File: config.mk
export PLATFORM = sky130hd
export DESIGN_NAME = ps2_mouse_cursor_tracker_unit_flat
export DESIGN_NICKNAME = d
export VERILOG_FILES = /design/src/hw/rtl/mct_pkg.sv /design/src/hw/rtl/mct_if.sv /design/src/hw/rtl/mct_front.sv /design/src/hw/rtl/mct_queue.sv /design/src/hw/rtl/mct_back.sv /design/src/hw/rtl/ps2_mouse_cursor_tracker_unit.sv /design/src/flat_wrapper.sv
export SDC_FILE = /design/constraint.sdc
export NUM_CORES = 1
export LEC_CHECK = 0
export ABC_CLOCK_PERIOD_IN_PS = 2900
export BUFFER_PORTS_ARGS = -buffer_cell sky130_fd_sc_hd__buf_4
export CORE_ASPECT_RATIO = 1.4
export CORE_MARGIN = 2
export CORE_UTILIZATION = 35
export CTS_CLUSTER_DIAMETER = 50
export DETAILED_ROUTE_END_ITERATION = 12
export SYNTH_ARGS = -nofsm -noshare
export SYNTH_HDL_FRONTEND = slang
export SYNTH_HIERARCHICAL = 1
export SYNTH_SLANG_ARGS = --single-unit
File: constraint.sdc
create_clock -name clk -period 2.9 [get_ports clk]
set_clock_uncertainty 0.1 [all_clocks]
set_input_delay 0.29 -clock clk [delete_from_list [all_inputs] [get_ports clk]]
set_output_delay 0.29 -clock clk [all_outputs]
set_load 0.03 [all_outputs]
File: src/hw/rtl/mct_pkg.sv
// shared types and constants of the mouse cursor tracker
package mct_pkg;

	// fixed field widths
	localparam int BYTE_W    = 8;
	localparam int COL_W     = 7;
	localparam int ROW_W     = 5;
	localparam int CFG_IDX_W = 8;

	// default screen geometry and home position of the cursor
	localparam int DEF_SCREEN_COLS = 80;
	localparam int DEF_SCREEN_ROWS = 25;
	localparam int RESET_COL       = 40;
	localparam int RESET_ROW       = 12;

	// status bit that marks auxiliary (mouse) data
	localparam int AUX_DATA_BIT = 5;

	// register defaults
	localparam logic [BYTE_W-1:0] RST_CURSOR_GLYPH = 8'd219;
	localparam logic [BYTE_W-1:0] RST_CURSOR_COLOR = 8'd15;
	localparam logic [BYTE_W-1:0] RST_BLANK_GLYPH  = 8'd32;
	localparam logic [BYTE_W-1:0] RST_BLANK_COLOR  = 8'd0;

	// configuration register map
	typedef enum logic [CFG_IDX_W-1:0] {
		REG_CURSOR_GLYPH = 8'd0,
		REG_CURSOR_COLOR = 8'd1,
		REG_BLANK_GLYPH  = 8'd2,
		REG_BLANK_COLOR  = 8'd3
	} reg_idx_t;

	// position of a byte inside a packet
	typedef enum logic [1:0] {
		PKT_BUTTONS = 2'd0,
		PKT_DX      = 2'd1,
		PKT_DY      = 2'd2
	} pkt_pos_t;

	// one movement taken from a complete packet
	typedef struct packed {
		logic [BYTE_W-1:0] dx;
		logic [BYTE_W-1:0] dy;
	} move_t;

	// appearance of the two draw commands
	typedef struct packed {
		logic [BYTE_W-1:0] cursor_glyph;
		logic [BYTE_W-1:0] cursor_color;
		logic [BYTE_W-1:0] blank_glyph;
		logic [BYTE_W-1:0] blank_color;
	} look_t;

	// queue control between front and back
	typedef struct packed {
		logic full;
		logic empty;
	} q_stat_t;

endpackage

File: src/hw/rtl/mct_if.sv
// handshake channels of the mouse cursor tracker

// controller events in
interface mct_evt_if import mct_pkg::*; ();
	logic              valid;
	logic              ready;
	logic [BYTE_W-1:0] status_byte;
	logic [BYTE_W-1:0] data_byte;

	modport source (output valid, status_byte, data_byte, input ready);
	modport sink   (input valid, status_byte, data_byte, output ready);
endinterface

// draw commands out
interface mct_cmd_if import mct_pkg::*; ();
	logic              valid;
	logic              ready;
	logic [COL_W-1:0]  column;
	logic [ROW_W-1:0]  row;
	logic [BYTE_W-1:0] glyph;
	logic [BYTE_W-1:0] color;
	logic              last;

	modport source (output valid, column, row, glyph, color, last, input ready);
	modport sink   (input valid, column, row, glyph, color, last, output ready);
endinterface

// register writes
interface mct_cfg_if import mct_pkg::*; ();
	logic                 valid;
	logic                 ready;
	logic [CFG_IDX_W-1:0] index;
	logic [BYTE_W-1:0]    data;

	modport source (output valid, index, data, input ready);
	modport sink   (input valid, index, data, output ready);
endinterface

File: src/hw/rtl/mct_front.sv
// front end: filters mouse bytes, assembles packets, queues movements
module mct_front import mct_pkg::*; (
	input  logic       clk,
	input  logic       arst_n,
	mct_evt_if.sink    evt,
	input  q_stat_t    q_stat,
	output logic       push,
	output move_t      push_data
);

	logic [1:0]        byte_idx_q;
	logic [BYTE_W-1:0] dx_byte_q;
	logic              take;
	logic              is_aux;
	logic              at_dy;

	// a full queue holds off every event so ordering is kept simple
	assign evt.ready = !q_stat.full;
	assign take      = evt.valid && evt.ready;
	assign is_aux    = evt.status_byte[AUX_DATA_BIT];
	assign at_dy     = (byte_idx_q == PKT_DY);

	// movement leaves when the third byte lands and something moved
	assign push_data.dx = dx_byte_q;
	assign push_data.dy = evt.data_byte;
	assign push = take && is_aux && at_dy && ((dx_byte_q | evt.data_byte) != '0);

	// packet byte index, wraps after the third byte
	always_ff @(posedge clk or negedge arst_n) begin
		if (!arst_n) begin
			byte_idx_q <= PKT_BUTTONS;
		end else if (take && is_aux) begin
			unique case (byte_idx_q)
				PKT_BUTTONS: byte_idx_q <= PKT_DX;
				PKT_DX:      byte_idx_q <= PKT_DY;
				default:     byte_idx_q <= PKT_BUTTONS;
			endcase
		end
	end

	// x delta byte waits for the rest of the packet
	always_ff @(posedge clk or negedge arst_n) begin
		if (!arst_n) begin
			dx_byte_q <= '0;
		end else if (take && is_aux && (byte_idx_q == PKT_DX)) begin
			dx_byte_q <= evt.data_byte;
		end
	end

endmodule

File: src/hw/rtl/mct_queue.sv
// two-entry movement queue between front and back
module mct_queue import mct_pkg::*; (
	input  logic    clk,
	input  logic    arst_n,
	input  logic    push,
	input  move_t   push_data,
	input  logic    pop,
	output move_t   pop_data,
	output q_stat_t stat
);

	localparam int DEPTH = 2;

	move_t      mem_q [DEPTH];
	logic       wr_ptr_q;
	logic       rd_ptr_q;
	logic [1:0] count_q;

	assign stat.full  = (count_q == 2'(DEPTH));
	assign stat.empty = (count_q == 2'd0);
	assign pop_data   = mem_q[rd_ptr_q];

	// entry storage
	always_ff @(posedge clk) begin
		if (push) begin
			mem_q[wr_ptr_q] <= push_data;
		end
	end

	// pointers and fill level
	always_ff @(posedge clk or negedge arst_n) begin
		if (!arst_n) begin
			wr_ptr_q <= 1'b0;
			rd_ptr_q <= 1'b0;
			count_q  <= 2'd0;
		end else begin
			if (push) begin
				wr_ptr_q <= !wr_ptr_q;
			end
			if (pop) begin
				rd_ptr_q <= !rd_ptr_q;
			end
			case ({push, pop})
				2'b10:   count_q <= count_q + 2'd1;
				2'b01:   count_q <= count_q - 2'd1;
				default: count_q <= count_q;
			endcase
		end
	end

endmodule

File: src/hw/rtl/mct_back.sv
// back end: moves the cursor and issues erase and draw commands
module mct_back import mct_pkg::*; #(
	parameter int SCREEN_COLS = DEF_SCREEN_COLS,
	parameter int SCREEN_ROWS = DEF_SCREEN_ROWS
) (
	input  logic      clk,
	input  logic      arst_n,
	input  q_stat_t   q_stat,
	input  move_t     move,
	output logic      pop,
	input  look_t     look,
	mct_cmd_if.source cmd
);

	localparam int SUM_W   = 10;
	localparam int RST_COL = (RESET_COL > SCREEN_COLS - 1) ? SCREEN_COLS - 1 : RESET_COL;
	localparam int RST_ROW = (RESET_ROW > SCREEN_ROWS - 1) ? SCREEN_ROWS - 1 : RESET_ROW;
	localparam logic signed [SUM_W-1:0] COL_HI = SUM_W'(SCREEN_COLS - 1);
	localparam logic signed [SUM_W-1:0] ROW_HI = SUM_W'(SCREEN_ROWS - 1);

	logic [COL_W-1:0]        cursor_col_q;
	logic [ROW_W-1:0]        cursor_row_q;
	logic                    draw_pend_q;
	logic                    cmd_valid_q;
	logic [COL_W-1:0]        cmd_col_q;
	logic [ROW_W-1:0]        cmd_row_q;
	logic [BYTE_W-1:0]       cmd_glyph_q;
	logic [BYTE_W-1:0]       cmd_color_q;
	logic                    cmd_last_q;
	logic                    out_free;
	logic                    load_draw;
	logic signed [SUM_W-1:0] col_sum;
	logic signed [SUM_W-1:0] row_sum;
	logic [COL_W-1:0]        new_col;
	logic [ROW_W-1:0]        new_row;

	// output register frees when empty or taken this cycle
	assign out_free  = !cmd_valid_q || cmd.ready;
	assign pop       = !q_stat.empty && !draw_pend_q && out_free;
	assign load_draw = draw_pend_q && out_free;

	// add deltas (y inverted) and clamp to the screen
	always_comb begin
		col_sum = signed'({3'b000, cursor_col_q}) + signed'({{2{move.dx[7]}}, move.dx});
		row_sum = signed'({5'b00000, cursor_row_q}) - signed'({{2{move.dy[7]}}, move.dy});
		if (col_sum < 0) begin
			new_col = '0;
		end else if (col_sum > COL_HI) begin
			new_col = COL_HI[COL_W-1:0];
		end else begin
			new_col = col_sum[COL_W-1:0];
		end
		if (row_sum < 0) begin
			new_row = '0;
		end else if (row_sum > ROW_HI) begin
			new_row = ROW_HI[ROW_W-1:0];
		end else begin
			new_row = row_sum[ROW_W-1:0];
		end
	end

	// cursor position, pending draw and output valid
	always_ff @(posedge clk or negedge arst_n) begin
		if (!arst_n) begin
			cursor_col_q <= COL_W'(RST_COL);
			cursor_row_q <= ROW_W'(RST_ROW);
			draw_pend_q  <= 1'b0;
			cmd_valid_q  <= 1'b0;
		end else if (pop) begin
			cursor_col_q <= new_col;
			cursor_row_q <= new_row;
			draw_pend_q  <= 1'b1;
			cmd_valid_q  <= 1'b1;
		end else if (load_draw) begin
			draw_pend_q  <= 1'b0;
			cmd_valid_q  <= 1'b1;
		end else if (out_free) begin
			cmd_valid_q  <= 1'b0;
		end
	end

	// command payload: erase at the old cell, then draw at the new one
	always_ff @(posedge clk) begin
		if (pop) begin
			cmd_col_q   <= cursor_col_q;
			cmd_row_q   <= cursor_row_q;
			cmd_glyph_q <= look.blank_glyph;
			cmd_color_q <= look.blank_color;
			cmd_last_q  <= 1'b0;
		end else if (load_draw) begin
			cmd_col_q   <= cursor_col_q;
			cmd_row_q   <= cursor_row_q;
			cmd_glyph_q <= look.cursor_glyph;
			cmd_color_q <= look.cursor_color;
			cmd_last_q  <= 1'b1;
		end
	end

	assign cmd.valid  = cmd_valid_q;
	assign cmd.column = cmd_col_q;
	assign cmd.row    = cmd_row_q;
	assign cmd.glyph  = cmd_glyph_q;
	assign cmd.color  = cmd_color_q;
	assign cmd.last   = cmd_last_q;

endmodule

File: src/hw/rtl/ps2_mouse_cursor_tracker_unit.sv
// PS/2 mouse cursor tracker: event intake, movement queue, cursor update and draw output.
// The unit takes one controller event per cycle; events without the auxiliary-data status
// bit are dropped, mouse bytes fill a three-byte packet, and each packet with a nonzero
// movement byte moves a text cursor clamped to SCREEN_COLS x SCREEN_ROWS. Such a packet
// yields two draw commands on consecutive cycles when the sink is ready: the erase at the
// old cell (last=0), then the cursor glyph at the new cell (last=1). The movement from the
// third packet byte is queued, then popped into the registered erase command. A two-entry
// movement queue sits between intake and cursor logic; events stall only when it holds two
// unserved packets. Register writes are always accepted and are meant for idle periods.
module ps2_mouse_cursor_tracker_unit import mct_pkg::*; #(
	parameter int SCREEN_COLS = DEF_SCREEN_COLS,
	parameter int SCREEN_ROWS = DEF_SCREEN_ROWS
) (
	input  logic      clk,
	input  logic      arst_n,
	mct_evt_if.sink   evt,
	mct_cfg_if.sink   cfg,
	mct_cmd_if.source cmd
);

	look_t   look_q;
	q_stat_t q_stat;
	logic    push;
	move_t   push_data;
	logic    pop;
	move_t   pop_data;

	// register writes always complete at once
	assign cfg.ready = 1'b1;

	// configuration registers, writes beyond the map are dropped
	always_ff @(posedge clk or negedge arst_n) begin
		if (!arst_n) begin
			look_q.cursor_glyph <= RST_CURSOR_GLYPH;
			look_q.cursor_color <= RST_CURSOR_COLOR;
			look_q.blank_glyph  <= RST_BLANK_GLYPH;
			look_q.blank_color  <= RST_BLANK_COLOR;
		end else if (cfg.valid) begin
			unique case (cfg.index)
				REG_CURSOR_GLYPH: look_q.cursor_glyph <= cfg.data;
				REG_CURSOR_COLOR: look_q.cursor_color <= cfg.data;
				REG_BLANK_GLYPH:  look_q.blank_glyph  <= cfg.data;
				REG_BLANK_COLOR:  look_q.blank_color  <= cfg.data;
				default:          look_q <= look_q;
			endcase
		end
	end

	mct_front u_front (
		.clk       (clk),
		.arst_n    (arst_n),
		.evt       (evt),
		.q_stat    (q_stat),
		.push      (push),
		.push_data (push_data)
	);

	mct_queue u_queue (
		.clk       (clk),
		.arst_n    (arst_n),
		.push      (push),
		.push_data (push_data),
		.pop       (pop),
		.pop_data  (pop_data),
		.stat      (q_stat)
	);

	mct_back #(
		.SCREEN_COLS (SCREEN_COLS),
		.SCREEN_ROWS (SCREEN_ROWS)
	) u_back (
		.clk    (clk),
		.arst_n (arst_n),
		.q_stat (q_stat),
		.move   (pop_data),
		.pop    (pop),
		.look   (look_q),
		.cmd    (cmd)
	);

endmodule

File: src/flat_wrapper.sv
// flat-port wrapper written by rule: the top's interface ports become plain ports
module ps2_mouse_cursor_tracker_unit_flat import mct_pkg::*;
#(
	parameter int SCREEN_COLS = DEF_SCREEN_COLS,
	parameter int SCREEN_ROWS = DEF_SCREEN_ROWS
)
  (clk, arst_n, evt_valid, evt_status_byte, evt_data_byte, evt_ready, cfg_valid, cfg_index, cfg_data, cfg_ready, cmd_valid, cmd_column, cmd_row, cmd_glyph, cmd_color, cmd_last, cmd_ready);
  mct_evt_if evt_i ();
  mct_cfg_if cfg_i ();
  mct_cmd_if cmd_i ();
  input  logic clk;
  input  logic arst_n;
  input wire logic [$bits(evt_i.valid)-1:0] evt_valid;
  input wire logic [$bits(evt_i.status_byte)-1:0] evt_status_byte;
  input wire logic [$bits(evt_i.data_byte)-1:0] evt_data_byte;
  output wire logic [$bits(evt_i.ready)-1:0] evt_ready;
  input wire logic [$bits(cfg_i.valid)-1:0] cfg_valid;
  input wire logic [$bits(cfg_i.index)-1:0] cfg_index;
  input wire logic [$bits(cfg_i.data)-1:0] cfg_data;
  output wire logic [$bits(cfg_i.ready)-1:0] cfg_ready;
  output wire logic [$bits(cmd_i.valid)-1:0] cmd_valid;
  output wire logic [$bits(cmd_i.column)-1:0] cmd_column;
  output wire logic [$bits(cmd_i.row)-1:0] cmd_row;
  output wire logic [$bits(cmd_i.glyph)-1:0] cmd_glyph;
  output wire logic [$bits(cmd_i.color)-1:0] cmd_color;
  output wire logic [$bits(cmd_i.last)-1:0] cmd_last;
  input wire logic [$bits(cmd_i.ready)-1:0] cmd_ready;
  assign evt_i.valid = evt_valid;
  assign evt_i.status_byte = evt_status_byte;
  assign evt_i.data_byte = evt_data_byte;
  assign evt_ready = evt_i.ready;
  assign cfg_i.valid = cfg_valid;
  assign cfg_i.index = cfg_index;
  assign cfg_i.data = cfg_data;
  assign cfg_ready = cfg_i.ready;
  assign cmd_valid = cmd_i.valid;
  assign cmd_column = cmd_i.column;
  assign cmd_row = cmd_i.row;
  assign cmd_glyph = cmd_i.glyph;
  assign cmd_color = cmd_i.color;
  assign cmd_last = cmd_i.last;
  assign cmd_i.ready = cmd_ready;
  ps2_mouse_cursor_tracker_unit #(.SCREEN_COLS(SCREEN_COLS), .SCREEN_ROWS(SCREEN_ROWS)) u_core (.clk(clk), .arst_n(arst_n), .evt(evt_i), .cfg(cfg_i), .cmd(cmd_i));
endmodule
==> results.yml <==
yosys:
  synth_seq_cells: 121
  ys_types: 67
  synth_top_cells_by_area: "edfxtp_1, dfrtp_1, mux2_2, dfstp_2, mux2_4"
  yosys.area.top_type: "edfxtp_1"
  synth_flop_cell: "edfxtp_1"
  yosysSeqAreaShare_pct: 60.4
  ys_warn_count: 6
  syn_nets: 452
  synth_area_per_cell_um2: 13.8
  synth_top_cell_area_share_pct: 32.6
  ys_async_sr_fraction_pct: 49.6
  synth-edff-count: 60
  syn_inst: 400
  synth_area_um2: 5530
setup_path:
  start_kind: "flop"
  worst-path-max-fanout: 5
  cp_slowest_cell: "dfrtp_2"
  crit_chain: "mux2_4, ha_2, inv_2, fa_2, nor2b_4, o21a_1, or2_4, a2111oi_4, o31ai_2, buf_4, o221a_1"
  critPathKind: "flop to flop"
  end_kind: "flop"
  required_ns: 3.09
  cpPeakStageDelay_ns: 0.46
  reg2reg_slack_ns: 0.1
  worst-path-buf-inv: 2
  ff2ff_path_depth: 11
  cp_top_family: "compound AO/OA/AOI/OAI gates"
  cp_num_cells: 11
  arrival_ns: 2.99
clock_network:
  path_clk_slew_ns: 0.05
  clockRootBuffer: "clkbuf_16"
  clock_sinks: 121
  cts-htree-levels: 4
  clk_latency_ns: 0.40
  numCtsBuffers: 17
  cts_tree: "done"
  clockBufferDepth: 2
global_routing:
  grt_start_max_net_pins: 61
  grt_overflow: 0
  grtUsageTotal_pct: 12.8
  first_global_vias: 3361
  antenna_found_initial: 0
  grt_pass1_wl_mm: 16.3
floorplanning:
  die_h_um: 153
  die_area_um2: 16800
  core_region_area_um2: 15500
  row_count: 54
  io_pins: 69
  start_util_pct: 35.6
  die_w_um: 110
run_status:
  outcome: "completed"
hold_path:
  worstHoldPathCells: 2
  hp-class: "primary input to flop"
pwr:
  power_per_cell_area_nw_per_um2: 1030
  power_frac_comb_pct: 37.2
  swShare_pct: 33.3
  p_sw_mw: 2.36
  intPower_mw: 4.72
  sequentialPowerShare_pct: 36.1
  p_leak_nw: 3.01
  p_clk_share_pct: 26.7
  peakVddDrop_mv: 0.459
detailed_routing:
  met3_length_um: 378
  avgRoutedWirePerCell_um: 14.9
  routed.top_layer: "met4"
  drt_iter0_drc: 103
  wl_met1_mm: 4.32
  viasPerCell: 4.81
  dr.pass1.iters: 4
  via_count: 3332
  drc: 0
  final_antenna_net_count: 0
  routed-wl-met2_mm: 5.48
  drt-total-wl_mm: 10.3
timing:
  hold_viol_final: 0
  slew_headroom_pct: 47.6
  slew_viol_final: 0
  period_share_pct: 96.7
  fin_crit_ns: 2.80
  tightestPinTransition_ns: 0.786
  max_freq_mhz: 357
  fin_tns_setup_ns: 0
  rsz0062_at_grt: "no"
  setup_viol: 0
layout:
  drive_gt1_share_pct: 40.4
  n_antenna_cell: 0
  final_area_um2: 6880
  nets: 536
  area_delta_synth_final_pct: 24.4
place:
  placed_area_um2: 6210
  hpwlAfterDp_mm: 7.11
  gp_congestion: 0.832
  port_buffers: 60
run:
  cap_violations: 0
-- through the flow --
stage	hold slack, ns	total power, mW	cells	util [%]	setup WS, ns
6_report	0.0471	7.07	693	44.3	0.0970
5_1_grt	0.0375	7.50	693	44.3	0.00277
4_1_cts	0.00178	7.07	691	43.9	0.0122
3_5_place_dp	0.334	5.14	652	39.9	0.0270
3_3_place_gp	0.307	5.06	652	39.9	0.0636
2_1_floorplan	-0.106	4.38	400	-	0.0875
-- cell type report --
cell class | count | area [µm²]
clock buffer | 24 | 472
clock inverter | 8 | 71.3
fill | 1451 | 8660
inverter | 15 | 56.3
multi-input combinational | 244 | 2020
sequential | 121 | 3340
tap | 196 | 245
timing repair buffer | 85 | 673
-- kinds of logic (layout without fill, tap and decap cells) --
group                    Yosys count  after routing  synth area share [%]
AO/OA/AOI/OAI                     45             45                  6.83
XOR/XNOR                          10             10                  1.58
adder cells (fa/ha/maj)           15             15                  3.66
buffers and inverters             35            132                  3.87
flip-flops                       121            121                  60.4
multiplexers                      58             58                  12.9
other                              1              1                0.0678
AND/OR/NAND/NOR                  115            115                  10.7
-- cell usage in the layout, fill, tap and decap left out, drive strengths merged, types with 5 or more instances in the layout --
master	instances
dfrtp	45
mux2	56
nor2b	5
ha	13
clkbuf	24
nor2	17
o21ai	8
edfxtp	60
dfstp	15
nand2	65
buf	76
clkinv	6
nor4	5
dlygate4sd3	9
xor2	7
inv	15
-- synth_stat cells, types with 5 or more instances --
cell      count
nor2_1       16
dfstp_2      15
dfrtp_1      45
nor4_1        5
o21ai_0       7
xor2_1        7
mux2_4       17
edfxtp_1     60
nand2_1      65
ha_1         13
buf_4         9
inv_1        13
mux2_2       39
-- worst paths after layout --
path / to / start
worst max register to register: u_core/u_back/cursor_col_q[0]$_DFFE_PN0P_ / u_core/u_queue/rd_ptr_q$_DFFE_PN0P_
worst min register to register: u_core/u_queue/wr_ptr_q$_DFFE_PN0P_ / u_core/u_queue/wr_ptr_q$_DFFE_PN0P_
max in group asynchronous: u_core/u_queue/rd_ptr_q$_DFFE_PN0P_ / arst_n
worst min-delay path: u_core/look_q[20]$_DFFE_PN0P_ / cfg_data[4]
min in group asynchronous: u_core/u_front/byte_idx_q[0]$_DFFE_PN0P_ / arst_n
worst max-delay path: u_core/u_back/cursor_col_q[0]$_DFFE_PN0P_ / u_core/u_queue/rd_ptr_q$_DFFE_PN0P_
-- routing by layer --
layer  track usage [%]  vias to the layer above
li1                  -                     1609
met4              4.70                        0
met1              14.3                     1649
met5                 0                        -
met2              22.9                       65
met3              3.38                        9
-- state kept, by name (all words and copies together) (netlist names) --
name / cells
u_core/u_queue/wr_ptr_q: 1
u_core/u_back/cmd.row: 5
u_core/u_queue/rd_ptr_q: 1
u_core/u_back/cmd.column: 7
u_core/u_queue/mem_q: 32
u_core/u_back/cursor_col_q: 7
u_core/u_back/cursor_row_q: 5
u_core/u_back/cmd.valid: 1
u_core/u_back/cmd.color: 8
u_core/u_front/byte_idx_q: 2
u_core/u_queue/count_q: 2
u_core/u_back/cmd.last: 1
u_core/look_q: 32
u_core/u_back/cmd.glyph: 8
u_core/u_front/dx_byte_q: 8
u_core/u_back/draw_pend_q: 1
-- worst reg2reg max path, stage by stage (launching register included) --
cell and delay [ns]:
dfrtp_2 0.46, mux2_4 0.32, ha_2 0.20, inv_2 0.06, fa_2 0.22, nor2b_4 0.05
o21a_1 0.19, or2_4 0.25, a2111oi_4 0.36, o31ai_2 0.11, buf_4 0.16, o221a_1 0.22
-- timing repair --
| action | in CTS | in global routing |
|---|---|---|
| buffers inserted | 0 | 0 |
| endpoints found under the hold margin | 57 | 3 |
| gates resized for setup | 0 | 10 |
| endpoints found under the setup margin | 0 | 10 |
| hold buffers | 7 | 2 |
-- power by group through the flow --
stage	logic (mW)	clock network, mW	registers, mW
2_1_floorplan	1.59	0	2.79
3_3_place_gp	2.49	0	2.57
3_5_place_dp	2.55	0	2.58
4_1_cts	2.57	1.94	2.56
5_1_grt	2.87	2.02	2.61
6_report	2.63	1.89	2.55
Note: power is estimated with default switching activity, not from simulation.
